File: src/sgd_momentum_update_macros.svh
// assertion helpers shared by the velocity memory and the momentum update block
`ifndef SGD_MOMENTUM_UPDATE_MACROS_SVH
`define SGD_MOMENTUM_UPDATE_MACROS_SVH

// same-cycle implication, checked outside reset
`define SGDM_ASSERT_IMP(lbl, clk, rst_n, ante, cons, msg) \
    lbl: assert property (@(posedge clk) disable iff (!rst_n) (ante) |-> (cons)) \
        else $error(msg);

// next-cycle implication, checked outside reset
`define SGDM_ASSERT_NXT(lbl, clk, rst_n, ante, cons, msg) \
    lbl: assert property (@(posedge clk) disable iff (!rst_n) (ante) |=> (cons)) \
        else $error(msg);

`endif

File: src/sgdm_pkg.sv
package sgdm_pkg;

    // field widths
    localparam int VAL_W  = 32;
    localparam int IDX_W  = 12;
    localparam int LR_W   = 24;
    localparam int MOM_W  = 16;

    // register indexes, selected by paddr[2]
    localparam logic REG_LR  = 1'b0;
    localparam logic REG_MOM = 1'b1;

    localparam logic [LR_W-1:0]  LR_RESET  = 24'd66;
    localparam logic [MOM_W-1:0] MOM_RESET = 16'd0;

    // configuration seen by the datapath
    typedef struct packed {
        logic [LR_W-1:0]  learning_rate;
        logic [MOM_W-1:0] momentum;
    } t_cfg;

    // velocity memory access strobes
    typedef struct packed {
        logic rd_en;
        logic wr_en;
    } t_mem_ctrl;

endpackage

File: src/sgdm_cfg.sv
module sgdm_cfg
    import sgdm_pkg::*;
(
    input  logic        i_clk,
    input  logic        i_rst_n,
    input  logic        psel,
    input  logic        penable,
    input  logic        pwrite,
    input  logic [2:0]  paddr,
    input  logic [31:0] pwdata,
    output logic [31:0] prdata,
    output logic        pready,
    output t_cfg        o_cfg
);

    logic [LR_W-1:0]  r_lr;
    logic [MOM_W-1:0] r_mom;
    logic             wr_fire;

    assign pready  = 1'b1;
    assign wr_fire = psel & penable & pwrite & pready;

    // register writes in the access phase
    always_ff @(posedge i_clk) begin
        if (!i_rst_n) begin
            r_lr  <= LR_RESET;
            r_mom <= MOM_RESET;
        end else if (wr_fire) begin
            if (paddr[2] == REG_LR) begin
                r_lr <= pwdata[LR_W-1:0];
            end else begin
                r_mom <= pwdata[MOM_W-1:0];
            end
        end
    end

    // read mux
    always_comb begin
        if (paddr[2] == REG_MOM) begin
            prdata = {{(32-MOM_W){1'b0}}, r_mom};
        end else begin
            prdata = {{(32-LR_W){1'b0}}, r_lr};
        end
    end

    assign o_cfg.learning_rate = r_lr;
    assign o_cfg.momentum      = r_mom;

endmodule

File: config.mk
export PLATFORM = sky130hd
export DESIGN_NAME = sgdm_cfg
export DESIGN_NICKNAME = d
export VERILOG_FILES = /design/src/sgd_momentum_update_macros.svh /design/src/sgdm_pkg.sv /design/src/sgdm_cfg.sv
export SDC_FILE = /design/constraint.sdc
export NUM_CORES = 1
export LEC_CHECK = 0
export BUFFER_PORTS_ARGS = -buffer_cell sky130_fd_sc_hd__buf_2
export CORE_MARGIN = 2
export CORE_UTILIZATION = 39
export CTS_CLUSTER_DIAMETER = 100
export DETAILED_ROUTE_END_ITERATION = 8
export PLACE_DENSITY = 0.76
export SYNTH_ARGS = -nofsm -noshare
export SYNTH_HDL_FRONTEND = slang
export SYNTH_SLANG_ARGS = --single-unit
File: constraint.sdc
create_clock -name i_clk -period 0.9 [get_ports i_clk]
set_input_delay 0.045 -clock i_clk [delete_from_list [all_inputs] [get_ports i_clk]]
set_output_delay 0.045 -clock i_clk [all_outputs]
set_load 0.01 [all_outputs]
==> impl_metrics.tcl <==
set metrics [dict create \
    run_status "complete, but fails checks" \
    r2r_end "r_lr[11]" \
    gr-total-overflow 0 \
    insertion_delay_ns 0.28 \
    layout-drive-gt1-share_pct 60.5 \
    maximum_number_of_pins_on_one_net_before_global_route_repair 36 \
    worstRegToRegCells 4 \
    cts_tree "done" \
    worst-endpoint-arrival_ns 1.02 \
    initial_util_pct 40.3 \
    ys_seq_area_share_pct 42.4 \
    unrepaired_setup_endpoints_after_global_routing "true" \
    final_wtd_congestion 0.710 \
    ioPinCount 113 \
    holdCritStartpoint "pwdata[23]" \
    dpl_cell_area_um2 2380 \
    shortest_period_the_worst_path_allows_ns 1.07 \
    leakagePower_nw 1.70 \
    core.rowCount 25 \
    worstSetupStartpointType "register" \
    synth_area_um2 1890 \
    first_pass_iters 4 \
    max_vdd_drop_uv 925 \
    timing.max_cap.violations 0 \
    finalHoldViolCount 0 \
    postSynthCellCount 197 \
    number_of_nets_in_the_layout 378 \
    hold_endpoint "r_lr[23]" \
    tritoncts_num_sinks 40 \
    drt-vias-per-instance 4.69 \
    slowest_library_cell_on_the_worst_path "sky130_fd_sc_hd__dfxtp_2" \
    crit_fanout 2 \
    power.density_nw_per_um2 1150 \
    core_utilization_of_the_finished_layout_pct 72.9 \
    ctsRootBufferMaster "sky130_fd_sc_hd__clkbuf_8" \
    hold_path_class "input pin to register" \
    grt_antenna_before_repair 0 \
    antenna_cells_inserted 0 \
    skew_ns 0 \
    grt_pass1_vias 1779 \
    core_area_um2 4690 \
    tritoncts.num_buffers 5 \
    global_route_usage_sum_pct 19.2 \
    postRouteAntennaNets 0 \
    hold_depth 3 \
    yosys.cell_types.count 13 \
    critical_path.cell_chain "mux2_4 > buf_6" \
    yosysTopAreaCellShare_pct 42.4 \
    number_of_synthesized_flops_with_an_enable_pin 0 \
    synth.yosys.warnings 0 \
    dp_hpwl_um 2850 \
    dieArea_um2 5420 \
    postLayoutSetupSlackWorst_ns -0.169 \
    clk_pin_slew_ns 0.08 \
    final_cell_area_um2 3420 \
    finalSetupViolations 23 \
    synthMostInstantiatedCell "sky130_fd_sc_hd__nand2_1" \
    timing.critical_path.required_ns 0.85 \
    port_buffers 93 \
    wirelength_routed_um 5490 \
    route.detailed.drc 0 \
    detailedRoute.firstIterationViolations 66 \
    r2r_start "r_lr[11]" \
    level_count_of_the_clock_h_tree 2 \
    total_power_mw 3.93 \
    chipWidth_um 73.6 \
    synth.avg_cell_area_um2 9.60 \
    dr_total_vias 1843 \
    cp_slowest_stage_delay_ns 0.34 \
    fraction_of_the_cycle_the_final_worst_path_needs_pct 119 \
    die_y_um 73.6 \
    failing_checks "negative setup slack" \
    fin_cells 393 \
    setup.reg_to_reg.worst_slack_ns 0.11 \
    postSynthRegisterBits 40 \
    main_area_contributors_after_synthesis "sky130_fd_sc_hd__dfxtp_1 (42%), sky130_fd_sc_hd__mux2i_1 (21%), sky130_fd_sc_hd__nand2_1 (12%), sky130_fd_sc_hd__mux2_2 (9.5%), sky130_fd_sc_hd__nor2b_1 (4.0%)" \
    post-synth-top-area-cell "sky130_fd_sc_hd__dfxtp_1" \
    post_drt_wl_per_cell_um 14.0 \
    crit_path_end_kind "output pin" \
    fmaxAchievable_ghz 0.935 \
    number_of_buffers_on_the_longest_clock_path 2 \
    timing_worst_setup_path_type "register to output pin" \
    area.growth.synth_to_final_pct 80.9 \
    async_reset_ff_share_pct 0 \
    post-place-cells 335 \
    synth-main-ff-cell "sky130_fd_sc_hd__dfxtp_1" \
    final-max-slew-violation-count 0 \
    yosys-top-cells-count "sky130_fd_sc_hd__nand2_1 (62), sky130_fd_sc_hd__dfxtp_1 (40), sky130_fd_sc_hd__mux2i_1 (40), sky130_fd_sc_hd__mux2_2 (16), sky130_fd_sc_hd__nor2b_1 (12)" \
    dpl_worst_slack_ns -0.0842 \
    grt_pass1_wl_um 7970 \
]
## cells in the final DEF, fill, tap and decap left out, types with 2 or more instances in the layout
| master | n |
|---|---|
| sky130_fd_sc_hd__buf_6 | 75 |
| sky130_fd_sc_hd__nand2_1 | 62 |
| sky130_fd_sc_hd__buf_2 | 46 |
| sky130_fd_sc_hd__mux2i_1 | 40 |
| sky130_fd_sc_hd__dfxtp_2 | 39 |
| sky130_fd_sc_hd__mux2_4 | 14 |
| sky130_fd_sc_hd__buf_4 | 13 |
| sky130_fd_sc_hd__dlygate4sd3_1 | 12 |
| sky130_fd_sc_hd__nor2b_1 | 9 |
| sky130_fd_sc_hd__conb_1 | 9 |
| sky130_fd_sc_hd__clkbuf_8 | 5 |
| sky130_fd_sc_hd__buf_12 | 4 |
| sky130_fd_sc_hd__nor2b_4 | 3 |
| sky130_fd_sc_hd__mux2_2 | 2 |
## worst max-delay path, delay by kind of cell (launching register included)
kind | cells | cell delay (ns)
mux | 1 | 0.28
flops | 1 | 0.34
buf+inv | 1 | 0.12
## routing by layer
metal / part of all wire, % / track usage [%]
met4: 0.84 / 5.66
met3: 4.9 / 6.17
met2: 57 / 35.7
met5: 0 / 0
met1: 38 / 20.5
## report_power, final
part,internal [mW],switching (mW)
Combinational,0.364,0.281
Sequential,1.81,0.0290
Clock,0.820,0.616
Total,3.00,0.927
## cell families after synthesis
| kind of cell | after synthesis | synth area share [%] |
|---|---|---|
| AND/OR/NAND/NOR | 76 | 17.5 |
| buffers and inverters | 23 | 9.07 |
| flip-flops | 40 | 42.4 |
| other | 2 | 0.397 |
| multiplexers | 56 | 30.7 |
## through the flow
step,setup TNS [ns],hold slack (ns)
floorplan,-0.207,0.184
global placement,-0.840,0.295
detailed placement,-1.44,0.303
CTS,-2.72,0.0000442
global route,-4.28,0.00406
finish,-2.64,0.00148
## sequential cells by signal (all words and copies together) (netlist names)
| register | cells |
|---|---|
| r_lr | 24 |
| r_mom | 16 |
## what timing repair did
item,4_1_cts,5_1_grt
hold buffers,12,0
buffers inserted,27,25
resized for setup,109,38
cloned,0,0
hold endpoints to repair,13,0
endpoints found under the setup margin,24,50
## final cells by class
class | instances | area, um2
timing repair buffer | 150 | 1370
fill | 325 | 1270
clock buffer | 5 | 68.8
tap | 54 | 67.6
multi-input combinational | 141 | 1020
sequential | 40 | 850
clock inverter | 3 | 42.5
## how the worst max path moves through the flow
stage	from	endpoint	slack [ns]	cells past startpoint
2_1_floorplan	paddr[2]	r_lr[10]	-0.01	5
3_3_place_gp	paddr[2]	r_lr[13]	-0.04	4
3_5_place_dp	paddr[2]	r_lr[1]	-0.08	4
4_1_cts	r_mom[9]	prdata[9]	-0.17	2
5_1_grt	r_lr[11]	prdata[11]	-0.21	2
6_report	r_lr[9]	prdata[9]	-0.17	2
Power figures use the tool's default switching activity.
